==> src/tes_pkg.sv <==
// Shared types and constants for the tuple element splitter.
`default_nettype none

package tes_pkg;

    localparam int unsigned MAX_TUPLE_BYTES_DEF = 65536;
    localparam logic [3:0]  STAMP_BYTES         = 4'd12;

    localparam int unsigned KIND_W = 2;
    localparam int unsigned OFF_W  = 16;
    localparam int unsigned TYPE_W = 4;
    localparam int unsigned CNT_W  = 17;

    localparam int unsigned RECS_MAX = 3;
    localparam int unsigned QDEPTH   = 4;
    localparam int unsigned QPTR_W   = $clog2(QDEPTH);
    localparam int unsigned QCNT_W   = $clog2(QDEPTH + 1);

    typedef enum logic [KIND_W-1:0] {
        REC_ELEM = 2'd0,
        REC_DONE = 2'd1,
        REC_BAD  = 2'd2
    } rec_kind_t;

    localparam logic [TYPE_W-1:0] TY_NULL   = 4'd0;
    localparam logic [TYPE_W-1:0] TY_BYTES  = 4'd1;
    localparam logic [TYPE_W-1:0] TY_UTF8   = 4'd2;
    localparam logic [TYPE_W-1:0] TY_INT    = 4'd3;
    localparam logic [TYPE_W-1:0] TY_FLOAT  = 4'd4;
    localparam logic [TYPE_W-1:0] TY_DOUBLE = 4'd5;
    localparam logic [TYPE_W-1:0] TY_BOOL   = 4'd6;
    localparam logic [TYPE_W-1:0] TY_STAMP  = 4'd7;
    localparam logic [TYPE_W-1:0] TY_USER   = 4'd8;

    typedef struct packed {
        rec_kind_t          kind;
        logic [OFF_W-1:0]   offset;
        logic [TYPE_W-1:0]  etype;
        logic               complete;
        logic [CNT_W-1:0]   count;
    } rec_t;

    // All results caused by one input beat, oldest in slot 0.
    typedef struct packed {
        logic [1:0]          n;
        rec_t [RECS_MAX-1:0] rec;
    } bundle_t;

endpackage

`default_nettype wire

==> src/tes_front.sv <==
// Parser front end: walks the byte stream and bundles the records of each beat.
`default_nettype none

module tes_front import tes_pkg::*; #(
    parameter int unsigned MAX_TUPLE_BYTES = MAX_TUPLE_BYTES_DEF
) (
    input  wire logic    aclk,
    input  wire logic    aresetn,
    input  wire logic    in_accept,
    input  wire logic [7:0] in_byte,
    input  wire logic    in_eoi,
    input  wire logic    drop_incomplete,
    input  wire logic    allow_user_type,
    output logic         push,
    output bundle_t      push_data
);

    localparam int unsigned POS_W = $clog2(MAX_TUPLE_BYTES + 1);

    localparam logic [7:0] CODE_NULL     = 8'h00;
    localparam logic [7:0] CODE_BYTES    = 8'h01;
    localparam logic [7:0] CODE_UTF8     = 8'h02;
    localparam logic [7:0] CODE_INT_LO   = 8'h0C;
    localparam logic [7:0] CODE_INT_ZERO = 8'h14;
    localparam logic [7:0] CODE_INT_HI   = 8'h1C;
    localparam logic [7:0] CODE_FLOAT    = 8'h20;
    localparam logic [7:0] CODE_DOUBLE   = 8'h21;
    localparam logic [7:0] CODE_FALSE    = 8'h26;
    localparam logic [7:0] CODE_TRUE     = 8'h27;
    localparam logic [7:0] CODE_STAMP    = 8'h33;
    localparam logic [7:0] CODE_USER_LO  = 8'h40;
    localparam logic [7:0] CODE_USER_HI  = 8'h4F;
    localparam logic [7:0] ESC_BYTE      = 8'hFF;

    localparam logic [CNT_W-1:0] CNT_SAT = {CNT_W{1'b1}};

    typedef enum logic [2:0] {
        PH_CODE, PH_FIXED, PH_STR, PH_STRZ, PH_USER, PH_SKIP
    } phase_t;

    typedef enum logic [1:0] {DC_FIXED, DC_STR, DC_USER, DC_BAD} dec_kind_t;

    typedef struct packed {
        dec_kind_t         kind;
        logic [TYPE_W-1:0] etype;
        logic [3:0]        len;
    } dec_t;

    function automatic dec_t decode_code(input logic [7:0] b, input logic allow_user);
        dec_t d;
        d.kind  = DC_BAD;
        d.etype = TY_NULL;
        d.len   = 4'd0;
        if (b == CODE_NULL) begin
            d.kind = DC_FIXED;
        end else if (b == CODE_BYTES) begin
            d.kind  = DC_STR;
            d.etype = TY_BYTES;
        end else if (b == CODE_UTF8) begin
            d.kind  = DC_STR;
            d.etype = TY_UTF8;
        end else if (b >= CODE_INT_LO && b <= CODE_INT_HI) begin
            d.kind  = DC_FIXED;
            d.etype = TY_INT;
            d.len   = (b >= CODE_INT_ZERO) ? 4'(b - CODE_INT_ZERO) : 4'(CODE_INT_ZERO - b);
        end else if (b == CODE_FLOAT) begin
            d.kind  = DC_FIXED;
            d.etype = TY_FLOAT;
            d.len   = 4'd4;
        end else if (b == CODE_DOUBLE) begin
            d.kind  = DC_FIXED;
            d.etype = TY_DOUBLE;
            d.len   = 4'd8;
        end else if (b == CODE_FALSE || b == CODE_TRUE) begin
            d.kind  = DC_FIXED;
            d.etype = TY_BOOL;
        end else if (b == CODE_STAMP) begin
            d.kind  = DC_FIXED;
            d.etype = TY_STAMP;
            d.len   = STAMP_BYTES;
        end else if (allow_user && b >= CODE_USER_LO && b <= CODE_USER_HI) begin
            d.kind  = DC_USER;
            d.etype = TY_USER;
        end
        return d;
    endfunction

    phase_t             phase_reg, phase_mid, phase_next;
    logic [3:0]         left_reg, left_mid, left_next;
    logic [POS_W-1:0]   pos_reg, pos_next;
    logic [OFF_W-1:0]   start_reg, start_mid, start_next;
    logic [TYPE_W-1:0]  type_reg, type_mid, type_next;
    logic               body_reg, body_mid, body_next;
    logic [CNT_W-1:0]   total_reg, total_next, total_step;

    logic               take;
    logic               start;
    dec_t               dec;
    logic [OFF_W-1:0]   pos_off;
    logic [3:0]         left_dec;

    assign take     = pos_reg < POS_W'(MAX_TUPLE_BYTES);
    assign dec      = decode_code(in_byte, allow_user_type);
    assign pos_off  = OFF_W'(pos_reg);
    assign left_dec = (left_reg != 4'd0) ? left_reg - 4'd1 : left_reg;
    // A type code is read in the code phase, or right after a string terminator.
    assign start    = take && (phase_reg == PH_CODE ||
                               (phase_reg == PH_STRZ && in_byte != ESC_BYTE));

    // Next state: first the effect of the byte, then the end flag clears the tuple.
    always_comb begin
        phase_mid = phase_reg;
        left_mid  = left_reg;
        start_mid = start_reg;
        type_mid  = type_reg;
        body_mid  = body_reg;
        if (start) begin
            start_mid = pos_off;
            unique case (dec.kind)
                DC_FIXED: begin
                    type_mid = dec.etype;
                    if (dec.len == 4'd0) begin
                        phase_mid = PH_CODE;
                    end else begin
                        left_mid  = dec.len;
                        phase_mid = PH_FIXED;
                    end
                end
                DC_STR: begin
                    type_mid  = dec.etype;
                    body_mid  = 1'b0;
                    phase_mid = PH_STR;
                end
                DC_USER: begin
                    type_mid  = TY_USER;
                    phase_mid = PH_USER;
                end
                DC_BAD: begin
                    phase_mid = PH_SKIP;
                end
            endcase
        end else if (take) begin
            case (phase_reg)
                PH_FIXED: begin
                    left_mid = left_dec;
                    if (left_dec == 4'd0) begin
                        phase_mid = PH_CODE;
                    end
                end
                PH_STR: begin
                    if (in_byte == CODE_NULL) begin
                        phase_mid = PH_STRZ;
                    end else begin
                        body_mid = 1'b1;
                    end
                end
                PH_STRZ: begin
                    // escaped zero: back into the string body
                    phase_mid = PH_STR;
                    body_mid  = 1'b0;
                end
                default: begin
                end
            endcase
        end
    end

    always_comb begin
        phase_next = phase_reg;
        left_next  = left_reg;
        pos_next   = pos_reg;
        start_next = start_reg;
        type_next  = type_reg;
        body_next  = body_reg;
        if (in_accept) begin
            if (in_eoi) begin
                phase_next = PH_CODE;
                left_next  = 4'd0;
                pos_next   = '0;
                start_next = '0;
                type_next  = TY_NULL;
                body_next  = 1'b0;
            end else begin
                phase_next = phase_mid;
                left_next  = left_mid;
                pos_next   = take ? pos_reg + POS_W'(1) : pos_reg;
                start_next = start_mid;
                type_next  = type_mid;
                body_next  = body_mid;
            end
        end
    end

    // Outputs: up to four candidate records in stream order, compacted into the bundle.
    always_comb begin
        rec_t        cand [4];
        logic [3:0]  cv;
        logic [1:0]  n;
        bundle_t     b;

        for (int k = 0; k < 4; k++) begin
            cand[k] = '{kind: REC_ELEM, offset: '0, etype: TY_NULL, complete: 1'b0,
                        count: '0};
        end
        cv = 4'b0000;
        total_step = total_reg;

        // string closed by a terminator followed by a non-escape byte
        if (take && phase_reg == PH_STRZ && in_byte != ESC_BYTE) begin
            cv[0] = 1'b1;
            cand[0].offset   = start_reg;
            cand[0].etype    = type_reg;
            cand[0].complete = 1'b1;
        end

        if (start) begin
            if ((dec.kind == DC_FIXED && dec.len == 4'd0) || dec.kind == DC_USER) begin
                cv[1] = 1'b1;
                cand[1].offset   = pos_off;
                cand[1].etype    = dec.etype;
                cand[1].complete = 1'b1;
            end else if (dec.kind == DC_BAD) begin
                cv[1] = 1'b1;
                cand[1].kind   = REC_BAD;
                cand[1].offset = {{(OFF_W - 8){1'b0}}, in_byte};
            end
        end else if (take && phase_reg == PH_FIXED && left_dec == 4'd0) begin
            cv[1] = 1'b1;
            cand[1].offset   = start_reg;
            cand[1].etype    = type_reg;
            cand[1].complete = 1'b1;
        end

        if (in_eoi) begin
            cand[2].offset = start_mid;
            cand[2].etype  = type_mid;
            case (phase_mid)
                PH_FIXED: begin
                    cv[2] = !drop_incomplete;
                    cand[2].complete = 1'b0;
                end
                PH_STR: begin
                    cv[2] = body_mid || !drop_incomplete;
                    cand[2].complete = body_mid;
                end
                PH_STRZ: begin
                    cv[2] = 1'b1;
                    cand[2].complete = 1'b1;
                end
                default: begin
                end
            endcase
        end

        // count reported elements, saturating
        for (int k = 0; k < 3; k++) begin
            if (cv[k] && cand[k].kind == REC_ELEM && total_step != CNT_SAT) begin
                total_step = total_step + CNT_W'(1);
            end
        end

        if (in_eoi && phase_mid != PH_SKIP) begin
            cv[3] = 1'b1;
            cand[3].kind  = REC_DONE;
            cand[3].count = total_step;
        end

        n = 2'd0;
        b = '0;
        for (int k = 0; k < 4; k++) begin
            if (cv[k] && n != 2'd3) begin
                b.rec[n] = cand[k];
                n = n + 2'd1;
            end
        end
        b.n = n;
        push_data = b;
    end

    assign push = in_accept && (push_data.n != 2'd0);

    always_comb begin
        total_next = total_reg;
        if (in_accept) begin
            total_next = in_eoi ? '0 : total_step;
        end
    end

    always_ff @(posedge aclk) begin
        if (!aresetn) begin
            phase_reg <= PH_CODE;
            left_reg  <= 4'd0;
            pos_reg   <= '0;
            start_reg <= '0;
            type_reg  <= TY_NULL;
            body_reg  <= 1'b0;
            total_reg <= '0;
        end else begin
            phase_reg <= phase_next;
            left_reg  <= left_next;
            pos_reg   <= pos_next;
            start_reg <= start_next;
            type_reg  <= type_next;
            body_reg  <= body_next;
            total_reg <= total_next;
        end
    end

endmodule

`default_nettype wire

==> src/tes_fifo.sv <==
// Short bundle queue between the parser and the result serialiser.
`default_nettype none

module tes_fifo import tes_pkg::*; (
    input  wire logic    aclk,
    input  wire logic    aresetn,
    input  wire logic    push,
    input  wire bundle_t push_data,
    input  wire logic    pop,
    output logic         full,
    output logic         empty,
    output bundle_t      head
);

    bundle_t             mem_reg [QDEPTH];
    logic [QPTR_W-1:0]   wr_ptr_reg, wr_ptr_next;
    logic [QPTR_W-1:0]   rd_ptr_reg, rd_ptr_next;
    logic [QCNT_W-1:0]   count_reg, count_next;

    assign full  = (count_reg == QCNT_W'(QDEPTH));
    assign empty = (count_reg == '0);
    assign head  = mem_reg[rd_ptr_reg];

    always_comb begin
        wr_ptr_next = wr_ptr_reg;
        rd_ptr_next = rd_ptr_reg;
        count_next  = count_reg;
        if (push) begin
            wr_ptr_next = (wr_ptr_reg == QPTR_W'(QDEPTH - 1)) ? '0 : wr_ptr_reg + QPTR_W'(1);
        end
        if (pop) begin
            rd_ptr_next = (rd_ptr_reg == QPTR_W'(QDEPTH - 1)) ? '0 : rd_ptr_reg + QPTR_W'(1);
        end
        if (push && !pop) begin
            count_next = count_reg + QCNT_W'(1);
        end else if (pop && !push) begin
            count_next = count_reg - QCNT_W'(1);
        end
    end

    always_ff @(posedge aclk) begin
        if (push) begin
            mem_reg[wr_ptr_reg] <= push_data;
        end
    end

    always_ff @(posedge aclk) begin
        if (!aresetn) begin
            wr_ptr_reg <= '0;
            rd_ptr_reg <= '0;
            count_reg  <= '0;
        end else begin
            wr_ptr_reg <= wr_ptr_next;
            rd_ptr_reg <= rd_ptr_next;
            count_reg  <= count_next;
        end
    end

endmodule

`default_nettype wire

==> src/tes_back.sv <==
// Result serialiser: unpacks each bundle into one output beat per record.
`default_nettype none

module tes_back import tes_pkg::*; (
    input  wire logic    aclk,
    input  wire logic    aresetn,
    input  wire logic    empty,
    input  wire bundle_t head,
    output logic         pop,
    output logic         m_valid,
    input  wire logic    m_ready,
    output logic [KIND_W-1:0] m_rec_kind,
    output logic [OFF_W-1:0]  m_elem_offset,
    output logic [TYPE_W-1:0] m_elem_type,
    output logic              m_elem_complete,
    output logic [CNT_W-1:0]  m_elem_count,
    output logic              m_run_last
);

    logic [1:0] idx_reg, idx_next;
    logic       valid_reg, valid_next;
    rec_t       rec_reg, sel;
    logic       last_reg, last;
    logic       load;

    assign load = !empty && (!valid_reg || m_ready);
    assign last = (2'(idx_reg + 2'd1) == head.n);
    assign pop  = load && last;

    always_comb begin
        case (idx_reg)
            2'd0:    sel = head.rec[0];
            2'd1:    sel = head.rec[1];
            default: sel = head.rec[2];
        endcase
    end

    always_comb begin
        idx_next   = idx_reg;
        valid_next = valid_reg;
        if (load) begin
            idx_next   = last ? 2'd0 : idx_reg + 2'd1;
            valid_next = 1'b1;
        end else if (m_ready) begin
            valid_next = 1'b0;
        end
    end

    always_ff @(posedge aclk) begin
        if (!aresetn) begin
            idx_reg   <= 2'd0;
            valid_reg <= 1'b0;
        end else begin
            idx_reg   <= idx_next;
            valid_reg <= valid_next;
        end
    end

    // hold the beat while the receiver stalls
    always_ff @(posedge aclk) begin
        if (load) begin
            rec_reg  <= sel;
            last_reg <= last;
        end
    end

    assign m_valid         = valid_reg;
    assign m_rec_kind      = rec_reg.kind;
    assign m_elem_offset   = rec_reg.offset;
    assign m_elem_type     = rec_reg.etype;
    assign m_elem_complete = rec_reg.complete;
    assign m_elem_count    = rec_reg.count;
    assign m_run_last      = last_reg;

endmodule

`default_nettype wire

==> src/tuple_element_splitter_top.sv <==
// Top level of the tuple element splitter.
//
// Input beats carry one byte of a packed, type-coded key plus an end flag
// (s_valid/s_ready). Each element found comes out as one result beat on the
// m_ channel with its start offset, type class and completeness; a done beat
// with the element count closes each tuple that had no unknown code, and an
// unknown code gives an error beat after which the rest of that tuple is
// skipped. m_run_last marks the final result caused by a given input byte.
// One input byte is taken per cycle while s_ready is high. The results
// of a byte pass through the queue and the output register before they
// show on m_valid. A byte causing several results holds the result port
// for one beat per result; the parser keeps running into a four-entry queue
// of per-byte bundles and s_ready falls only when that queue is full.
// When the receiver stalls, the output beat is held stable and the queue
// absorbs further bytes until full. Reset (aresetn low, synchronous) clears
// the parser, queue and both configuration bits. Configuration is written
// through cfg_wr_en/cfg_index/cfg_data, one register per cycle; the user
// must write it only while the block is idle; it does not enforce this.
`default_nettype none

module tuple_element_splitter_top import tes_pkg::*; #(
    parameter int unsigned MAX_TUPLE_BYTES = MAX_TUPLE_BYTES_DEF
) (
    input  wire logic              aclk,
    input  wire logic              aresetn,
    input  wire logic              s_valid,
    output logic                   s_ready,
    input  wire logic [7:0]        s_data_byte,
    input  wire logic              s_end_of_input,
    output logic                   m_valid,
    input  wire logic              m_ready,
    output logic [KIND_W-1:0]      m_rec_kind,
    output logic [OFF_W-1:0]       m_elem_offset,
    output logic [TYPE_W-1:0]      m_elem_type,
    output logic                   m_elem_complete,
    output logic [CNT_W-1:0]       m_elem_count,
    output logic                   m_run_last,
    input  wire logic              cfg_wr_en,
    input  wire logic              cfg_index,
    input  wire logic              cfg_data
);

    localparam logic CFG_DROP_INCOMPLETE = 1'b0;
    localparam logic CFG_ALLOW_USER_TYPE = 1'b1;

    logic    drop_reg, drop_next;
    logic    allow_reg, allow_next;
    logic    in_accept;
    logic    push, pop, full, empty;
    bundle_t push_data, head;

    always_comb begin
        drop_next  = drop_reg;
        allow_next = allow_reg;
        if (cfg_wr_en) begin
            unique case (cfg_index)
                CFG_DROP_INCOMPLETE: drop_next  = cfg_data;
                CFG_ALLOW_USER_TYPE: allow_next = cfg_data;
            endcase
        end
    end

    always_ff @(posedge aclk) begin
        if (!aresetn) begin
            drop_reg  <= 1'b0;
            allow_reg <= 1'b0;
        end else begin
            drop_reg  <= drop_next;
            allow_reg <= allow_next;
        end
    end

    assign s_ready   = !full;
    assign in_accept = s_valid && s_ready;

    tes_front #(
        .MAX_TUPLE_BYTES (MAX_TUPLE_BYTES)
    ) u_front (
        .aclk            (aclk),
        .aresetn         (aresetn),
        .in_accept       (in_accept),
        .in_byte         (s_data_byte),
        .in_eoi          (s_end_of_input),
        .drop_incomplete (drop_reg),
        .allow_user_type (allow_reg),
        .push            (push),
        .push_data       (push_data)
    );

    tes_fifo u_fifo (
        .aclk      (aclk),
        .aresetn   (aresetn),
        .push      (push),
        .push_data (push_data),
        .pop       (pop),
        .full      (full),
        .empty     (empty),
        .head      (head)
    );

    tes_back u_back (
        .aclk            (aclk),
        .aresetn         (aresetn),
        .empty           (empty),
        .head            (head),
        .pop             (pop),
        .m_valid         (m_valid),
        .m_ready         (m_ready),
        .m_rec_kind      (m_rec_kind),
        .m_elem_offset   (m_elem_offset),
        .m_elem_type     (m_elem_type),
        .m_elem_complete (m_elem_complete),
        .m_elem_count    (m_elem_count),
        .m_run_last      (m_run_last)
    );

endmodule

`default_nettype wire

==> config.mk <==
export PLATFORM = sky130hd
export DESIGN_NAME = tuple_element_splitter_top
export DESIGN_NICKNAME = d
export VERILOG_FILES = /design/src/tes_pkg.sv /design/src/tes_front.sv /design/src/tes_fifo.sv /design/src/tes_back.sv /design/src/tuple_element_splitter_top.sv
export SDC_FILE = /design/constraint.sdc
export NUM_CORES = 1
export LEC_CHECK = 0
export BUFFER_PORTS_ARGS = -buffer_cell sky130_fd_sc_hd__buf_4
export CORE_MARGIN = 2
export CORE_UTILIZATION = 45
export DETAILED_ROUTE_END_ITERATION = 12
export PLACE_DENSITY_LB_ADDON = 0.3
export SYNTH_ARGS = -nofsm -noshare
export SYNTH_HDL_FRONTEND = slang
export SYNTH_HIERARCHICAL = 1
export SYNTH_SLANG_ARGS = --single-unit
export TNS_END_PERCENT = 20
==> constraint.sdc <==
create_clock -name aclk -period 10.2 [get_ports aclk]
set_clock_uncertainty 0.05 [all_clocks]
set_input_delay 1.53 -clock aclk [delete_from_list [all_inputs] [get_ports aclk]]
set_output_delay 1.53 -clock aclk [all_outputs]
set_load 0.005 [all_outputs]
# --- Word-level counts from Yosys, hierarchy flattened ---
# Memory sizes are Yosys's and may differ from the RTL's. A register that Yosys moved wholly into a read port is not among the register bits.
# Cells that the tools add are included.
totals:
  ff_bits: 115
  ram_bits: 488
  input_bits: 16
  out_inout_bits: 43
  memories: 1
op_classes:
  addsub: 15
  order_cmp: 12
  n_eq_ne: 31
  muxes: 96
  n_bitwise: 1
  n_reduce_logical: 58
mem_list:
  columns: ["memory", "depth", "width", "read_ports", "rd_clocked_by_memory_dff", "wr", "line_no", "source"]
  rows:
  - ["u_fifo.mem_reg", 4, 122, 1, 1, 1, "tes_fifo.sv:15", "bundle_t mem_reg [QDEPTH];"]
ops:
  columns: ["op", "n"]
  rows:
  - ["120-bit bitwise mux", 3]
  - ["120-bit two-way mux", 3]
  - ["40-bit demux with 2-bit select", 3]
  - ["40-bit two-way mux", 3]
  - ["17-bit two-way mux", 7]
  - ["21-bit two-way mux", 4]
  - ["40-bit case mux with 2 select lines", 1]
  - ["17-bit by 1-bit adder with 17-bit output, second input constant", 4]
  - ["4-bit two-way mux", 14]
  - ["17-bit != test, second input constant", 3]
  - ["16-bit two-way mux", 3]
  - ["8-bit by 6-bit equality test with 1-bit output, second input constant", 5]
  - ["38-bit two-way mux", 1]
  - ["10-bit two-way mux", 3]
  - ["1-bit logical AND", 27]
  - ["6-bit two-way mux", 4]
  - ["2-bit two-way mux", 11]
  - ["3-bit two-way mux", 7]
  - ["1-bit two-way mux", 19]
  - ["18-bit two-way mux", 1]
  - ["17-bit less-than comparator, second input constant", 1]
  - ["3-bit by 2-bit equality test with 1-bit output, second input constant", 4]
  - ["3-bit case mux with 4 select lines", 1]
  - ["2-bit by 1-bit adder with 2-bit output, second input constant", 5]
  - ["45 further kinds", 76]

# --- Depth between registers and ports, before layout ---
# Gate-level depths: netlist of run 1.
logic_depth:
  word_depth: 31
  mapped_depth: 31
  ltp_nobuf: 28

# --- By module ---
# Netlist of run 1, hierarchy kept.
by_module_without_submodules:
  columns: ["module", "n_inst", "cells_each", "area_each_um2", "seq_area_each_um2"]
  rows:
  - ["tes_fifo", 1, 682, 18059.8, 14834.2]
  - ["tes_front", 1, 912, 6403.6, 1241.2]
  - ["tes_back", 1, 199, 2122.0, 1291.2]
  - ["tuple_element_splitter_top", 1, 11, 101.3, 40.0]

# --- Worst setup path before layout of run 1 ---
# OpenSTA, ideal clock, no wires.
synth_timing:
  path_kind: "input -> register"
  start: "input port s_data_byte[0]"
  end: "memory u_fifo/mem_reg[0][0] (netlist bit), enable pin"
  t_arrival_ps: 7379
  t_required_ps: 9655
  path_slack_ps: 2276
  path_stages: 16
  n_path_buf: 3
  cell_sequence: "inv_1 ha_1 buf_2 a21bo_2 a21oi_1 mux2_2 o32ai_1 nand3_2 buf_6 nand2_1 ha_1 buf_1 mux2_2 nor3_1 nor2_1 and2_1"
synth_between:
  elab_chain_len: 29
synth_lines:
  columns: ["element", "line_no", "source"]
  rows:
  - ["start, declared", "tuple_element_splitter_top.sv:28", "input wire logic [7:0] s_data_byte,"]
  - ["branches (longest 24 deep; another with 8-bit by 7-bit greater-or-equal comparator with 1-bit output)", null, null]
  - ["2-bit two-way mux *", "tes_front.sv:271", "if (cv[k] && n != 2'd3) begin"]
  - ["2-bit nonzero test *", "tes_front.sv:280", "assign push = in_accept && (push_data.n != 2'd0);"]
  - ["1-bit logical AND *", "tes_front.sv:280", null]
  - ["via push", "tuple_element_splitter_top.sv:49", "logic push, pop, full, empty;"]
  - ["1-bit two-way mux *", "tes_fifo.sv:42", "if (push) begin"]
  - ["1-bit two-way mux (implied by the code) *", "tes_fifo.sv:43", "mem_reg[wr_ptr_reg] <= push_data;"]
  - ["end, declared", "tes_fifo.sv:15", null]
# Mark *: on every way through the listed nets, which the timed path passes.

==> results of run 1 <==
[metal layers]
metal / vias up / share of wire, % / global-route usage (%)
met5: - / 0.023 / 0
met4: 2 / 2.0 / 5.46
met3: 90 / 6.8 / 3.94
met2: 547 / 48 / 33.0
met1: 8045 / 43 / 28.7
li1: 7098 / - / -
[cells by family after synthesis]
logic type	Yosys count
flip-flops	605
AND/OR/NAND/NOR	532
AO/OA/AOI/OAI	290
multiplexers	151
buffers and inverters	137
XOR/XNOR	62
adder cells (fa/ha/maj)	26
other	1
[layout make-up]
class                   instances  area [um2]  area share (%)
clock inverters                35         274           0.922
multi-input cells            1062        8640            29.1
repair buffers                 84         693            2.33
flip-flops and latches        605       17400            58.6
well taps                     773         967            3.25
inverters                      28         105           0.354
clock buffers                  74        1630            5.47
[report_power, final]
group / internal (W) / switching [W]
Clock: 0.00121 / 0.000918
Sequential: 0.00311 / 0.000109
Combinational: 0.000538 / 0.000832
[worst paths after layout]
kind                                 to                  from  cells after the start  slack (ns)
setup / recovery  u_fifo/mem_reg[0][55]        s_data_byte[2]                     23        2.69
hold / removal        u_back/idx_reg[1]     u_back/idx_reg[1]                      2        0.42
setup reg to reg  u_fifo/mem_reg[0][55]  u_front/total_reg[9]                     27        3.08
hold reg to reg       u_back/idx_reg[1]     u_back/idx_reg[1]                      2        0.42
[stage by stage]
stage,worst slack [ns],total power (W),hold slack [ns],cell area (um2)
3_3_place_gp,2.22,0.00464,0.401,27800
2_1_floorplan,2.28,0.00413,0.388,26700
5_1_grt,2.16,0.00700,0.443,29700
6_report,2.69,0.00671,0.421,29700
4_1_cts,2.80,0.00679,0.420,29700
3_5_place_dp,2.16,0.00466,0.411,27800
[worst max-delay path, stage by stage]
cell and delay (ns):
buf_4 0.14, ha_1 0.28, and3_1 0.29, a211oi_1 0.67, xor2_1 0.32, ha_1 0.31, nor3b_1 0.45, nand2_1 0.23
nor3_1 0.23, ha_1 0.20, or2_2 0.25, a21o_2 0.23, mux2_2 0.38, ha_1 0.23, o211ai_1 0.10, nor3_1 0.07
ha_1 0.21, a211oi_2 0.49, o21a_1 0.30, nand4_2 0.17, nor4_2 0.23, xnor2_1 0.27, nor2_1 0.16
[synthesized netlist by cell type, types with 12 or more instances]
library cell,count,area [um2]
mux4_2,122,2750
xor2_1,28,245
inv_1,28,105
a211oi_1,19,143
clkbuf_1,55,206
a21oi_1,52,260
nand3_1,22,110
xnor2_1,33,289
nor2_1,157,589
mux2i_1,24,240
buf_6,12,135
buf_2,33,165
nand2_1,172,646
o21ai_0,33,165
nor2b_1,36,225
a22oi_1,74,556
nand4_1,14,87.6
dfxtp_1,76,1520
and2_1,20,125
nor3_1,40,200
ha_1,25,313
o2bb2ai_1,13,114
o211ai_1,12,90.1
edfxtp_1,529,15900
==> impl_results.md, run 1 <==
* Die area at 61300 um2
* Post-synthesis mux area share at 11.4%
* Die W at 248 um
* CTS buffer count at 58
* Grt ovf at 0
* Slew @ Worst Pin at 1.24 ns
* Rel. slew slack at 17.1%
* Largest net degree at the start of global routing at 98
* Worst Setup Start Kind: primary input
* Max reg flops at 488
* Clock sink total at 605
* Crit path capture type: flip-flop
* Synth Register Bits at 605
* Final setup viols at 0
* RSZ-0062 raised after global routing: no
* Detail Placement HPWL at 36.5 mm
* Sum Neg Setup Slack at 0 ns
* Yosys warns at 6
* Initial antenna violation count at 1
* First-pass GRT wire length at 95.0 mm
* Register area share after synthesis at 65.2%
* DR iter-0 viols at 1646
* Achievable Freq at 133 MHz
* Pwr per Cell Area at 226 nW/um2
* Final Hold Fails at 0
* DR vias/cell at 5.93
* Most common cell after layout, fill and taps aside: edfxtp_1
* Initial core utilization at 45.4%
* Simple-gate portion of the synthesized area at 9.62%
* Post-Route WL at 61.8 mm
* Row count at 89
* HP Class: reg2reg
* TritonCTS clock tree: built
* Synthesized netlist cell count at 1804
* Average wire per standard cell at 23.2 um
* Static leakage at 9.61 nW
* Diode count at 0
* Htree depth at 2
* Number of instances in the placed design at 2552
* Mapped Area at 26700 um2
* Share of layout cells above drive strength 1 at 18.3%
* DR DRC count at 0
* Max cap viols at 0
* Worst path arrival time at 7.77 ns
* Final worst-path cycle share at 73.6%
* Crit Path Max Fanout at 10
* Layout area overhead at 11.4%
* CTS Buffer Depth at 3
* Vias in the first global route at 15874
* Nets at 1881
* Largest family of logic cells by synthesized area: multiplexers
* Filler instances at 4930
* Status: finished clean
* Post-cts gate resize count at 0
* Post-synth top flop: edfxtp_1
* Async S/R FF share, synth at 0%
* GP Congestion at 0.923
* Clk pin slew, worst setup/hold paths at 0.06 ns
* Drt pass-1 iters at 8
* Root Driver: clkbuf_16
* Die Ht at 248 um
* Peak VDD IR at 0.000137 V
* Port-buffer cells at 58
* Adder-Cell Fraction of Synth Area at 1.25%
* EDFF count, synth at 529
* CP Class: in2reg
* Minimum clock period at 7.51 ns
* Hold_buf cts at 0
* Mapped Nets at 1846
* Max-slew violation count at 0
* Post-synthesis compound-gate area fraction at 7.89%
* Avg Inst Size Synth at 14.8 um2
* Commonest cells after routing, fill and taps aside: edfxtp_1, nand2_1, nor2_1
* Setup bufs post-CTS at 0
* Core area at 58800 um2
* Distinct cell type count after synthesis at 92
* Critical path required time at 10.46 ns
* Post-Synth XOR/XNOR Area at 2.06%
* Finished Layout Cells at 2661
* GR Util All Layers at 20.5%
* Util after Layout at 50.6%
* DR vias at 15782
* Clock Latency Late Sink at 0.63 ns
* Detail Route Antenna Nets at 0
* Boundary Pins at 59
Power figures use the tool's default switching activity.
==> run 2: changes to the inputs <==
Settings changed: ABC_AREA from default to 1.
Clock period 10.2 ns to 7.8 ns, I/O delays scaled along.
==> impl_results.md, run 2 <==
* Status: finished clean
* Avg Inst Size Synth at 10.1 um2 (-32%)
* Slew @ Worst Pin at 1.15 ns (-0.0946 ns)
* Largest stage delay, worst path at 0.48 ns (-0.19 ns)
* Row count at 91 (+2.2%)
* Nets at 2809 (+49%)
* Synth top cells by count: edfxtp_1, nor2_1, nand2_1, o21ai_0, inv_1
* RSZ-0062 raised after global routing: no
* TritonCTS clock tree: built
* Htree depth at 3 (+1)
* CP Class: reg2reg
* EDFF count, synth at 529 (unchanged)
* Max reg flops at 488 (unchanged)
* Vias in the first global route at 19538 (+23%)
* Count leader, synth: edfxtp_1
* Initial antenna violation count at 0 (-1)
* GP Congestion at 0.870 (-5.7%)
* Synth area leaders: edfxtp_1, nor2_1, nand2_1
* Pint at 0.00682 W (+41%)
* Final hold slack at 0.415 ns (-0.00540 ns)
* Final worst-path cycle share at 81.3%
* Hold_buf cts at 0 (unchanged)
* Switching power at 0.00338 W (+82%)
* Final setup viols at 0 (unchanged)
* Setup bufs post-CTS at 0 (unchanged)
* Post-cts gate resize count at 0 (unchanged)
* Die area at 63800 um2 (+4.1%)
* CTS Buffer Depth at 3 (unchanged)
* Share of layout cells above drive strength 1 at 9.37% (-8.9 points)
* Die W at 253 um (+2.1%)
* Critical path required time at 8.13 ns (-2.33 ns)
* Max cap viols at 0 (unchanged)
* Most common cell after layout, fill and taps aside: edfxtp_1
* Distinct cell type count after synthesis at 51 (-45%)
* Minimum clock period at 6.34 ns
* Mapped Area at 27800 um2 (+4.2%)
* Clk pin slew, worst setup/hold paths at 0.06 ns (about the same)
* CTS buffer count at 67 (+16%)
* Achievable Freq at 158 MHz
* Rel. slew slack at 23.4% (+6.3 points)
* Crit-path most repeated cell: inv_1
* DR vias/cell at 5.69 (-4.1%)
* Synth top area share at 57.1% (-2.4 points)
* Port-buffer cells at 58 (unchanged)
* Comb pwr share at 27.3% (+6.9 points)
* HP Class: reg2reg
* Initial core utilization at 45.3% (-0.071 points)
* DR iter-0 viols at 2133 (+30%)
* Root Driver: clkbuf_16
* DR vias at 20518 (+30%)
* Met1 global-route usage at 32.5% (+3.8 points)
* Met2 Use GR at 35.9% (+2.9 points)
* FF-to-FF setup slack at 1.46 ns (-1.62 ns)
* Layout area overhead at 10.9%
* Crit path capture type: flip-flop
* Drt pass-1 iters at 5 (-3)
* Pwr per Cell Area at 331 nW/um2 (+46%)
* Worst path arrival time at 6.67 ns (-1.10 ns)
* Clock Latency Late Sink at 0.59 ns (-0.04 ns)
* DR DRC count at 0 (unchanged)
* Most used routing layer: met2
* Leading area contributor after synthesis: edfxtp_1
* Largest net degree at the start of global routing at 123 (+26%)
* Boundary Pins at 59 (unchanged)
* Mapped Nets at 2799 (+52%)
* First-pass GRT wire length at 111 mm (+17%)
* Sum Neg Setup Slack at 0 ns (unchanged)
* Yosys warns at 6 (unchanged)
* Hold path startpoint: u_front/body_reg
* Static leakage at 11.2 nW (+17%)
* Peak VDD IR at 0.000264 V (+93%)
* Post-synth top flop: edfxtp_1
* Met3 usage at 2.86% (-1.1 points)
* Worst Hold Path EP: u_front/body_reg
* Flop pwr share at 43.0% (-4.9 points)
* Slowest CP cell: dfxtp_1
* Worst Setup Start Kind: flip-flop
* Synthesized netlist cell count at 2757 (+53%)
* Crit Path Max Fanout at 18 (+8)
* Switch share at 33.1% (+5.4 points)
* Reg2reg start: u_front/total_reg[0]
* Average wire per standard cell at 20.1 um (-13%)
* Die Ht at 253 um (+2.1%)
* Async S/R FF share, synth at 0% (unchanged)
* Diode count at 0 (unchanged)
* Final Hold Fails at 0 (unchanged)
* Clock sink total at 605 (unchanged)
* Max-slew violation count at 0 (unchanged)
* Post-Route WL at 72.7 mm (+18%)
* Commonest cells after routing, fill and taps aside: edfxtp_1, nor2_1, nand2_1
* FF-to-FF End: u_fifo/mem_reg[3][86]
* Core area at 61400 um2 (+4.4%)
* GR Util All Layers at 22.6% (+2.1 points)
* Register area share after synthesis at 62.6% (-2.6 points)
* Detail Placement HPWL at 42.5 mm (+17%)
* WHS Path Cells at 2 (unchanged)
* R2R depth at 35 (+30%)
* Detail Route Antenna Nets at 0 (unchanged)
* Grt ovf at 0 (unchanged)
* Clock Power Share at 29.7% (-2.0 points)
* Synth Register Bits at 605 (unchanged)
## run 2: cell count changes after synthesis, moves of 30 or more
cell	change
nand2_1	+287
nor2_1	+319
a21oi_1	+31
o22ai_1	+143
nand3_1	+52
nor2b_1	-36
xnor2_1	-30
mux4_2	-122
o21ai_0	+230
inv_1	+157
a22oi_1	-37
o21ai_1	+39
## run 2: final cells by class
cell class,count,area (um2)
Clock buffer,84,1830
Clock inverter,36,285
Fill cell,5434,30500
Inverter,203,778
Multi-Input combinational cell,1805,8850
Sequential cell,605,17400
Tap cell,790,988
Timing Repair Buffer,85,701
## run 2: critical path, delay by kind of cell (launching register included)
kind / cells / cell delay [ns]
xor gates and xnor gates: 3 / 0.57
adders and majority gates: 5 / 1.14
buffers and inverters: 6 / 0.60
DFF: 1 / 0.48
and+or+nand+nor: 21 / 3.30
## run 2: how the worst max path moves through the flow
stage / to / from / cells after the start
2_1_floorplan: u_fifo/mem_reg[0][0] / s_data_byte[2] / 22
3_3_place_gp: u_fifo/mem_reg[2][12] / s_data_byte[2] / 20
3_5_place_dp: u_fifo/mem_reg[2][5] / s_data_byte[2] / 20
4_1_cts: u_fifo/mem_reg[3][84] / u_front/total_reg[0] / 32
5_1_grt: u_fifo/mem_reg[0][9] / u_front/total_reg[0] / 36
6_report: u_fifo/mem_reg[3][86] / u_front/total_reg[0] / 35
## run 2: layer usage
metal | wire (um) | up-vias | share of wire, %
li1 | - | 9670 | -
met1 | 32600 | 9949 | 45
met2 | 33100 | 800 | 46
met3 | 5390 | 99 | 7.4
met4 | 1610 | 0 | 2.2
met5 | 0 | - | 0
## run 2: power by group through the flow
| stage | combinational, W | clock (W) | sequential [W] |
|---|---|---|---|
| after detailed placement | 0.00278 | 0 | 0.00446 |
| after CTS | 0.00279 | 0.00308 | 0.00439 |
| after floorplan | 0.00183 | 0 | 0.00441 |
| after global placement | 0.00273 | 0 | 0.00444 |
| after global routing | 0.00304 | 0.00321 | 0.00443 |
| final | 0.00278 | 0.00303 | 0.00439 |
## run 2: stage by stage
stage	worst slack [ns]	std cells	cell area, um2	utilization (%)	total power, W
finish	1.46	3608	30800	50.3	0.0102
global route	0.605	3608	30800	50.3	0.0107
CTS	1.50	3608	30800	50.3	0.0103
detailed placement	1.14	3488	28700	46.8	0.00723
global placement	1.11	3488	28700	46.8	0.00717
floorplan	1.29	2757	27800	-	0.00625
## run 2: logic make-up (layout without fill, tap and decap cells)
kind of cell / count (synthesis) / count (layout) / synth area share, %
other: 1 / 1 / 0.0135
buffers and inverters: 347 / 408 / 5.66
adders and majority gates: 26 / 26 / 1.20
DFF: 605 / 605 / 62.6
AOI/OAI and AO/OA: 637 / 637 / 13.3
and+or+nand+nor: 1122 / 1122 / 16.6
xor gates and xnor gates: 19 / 19 / 0.598
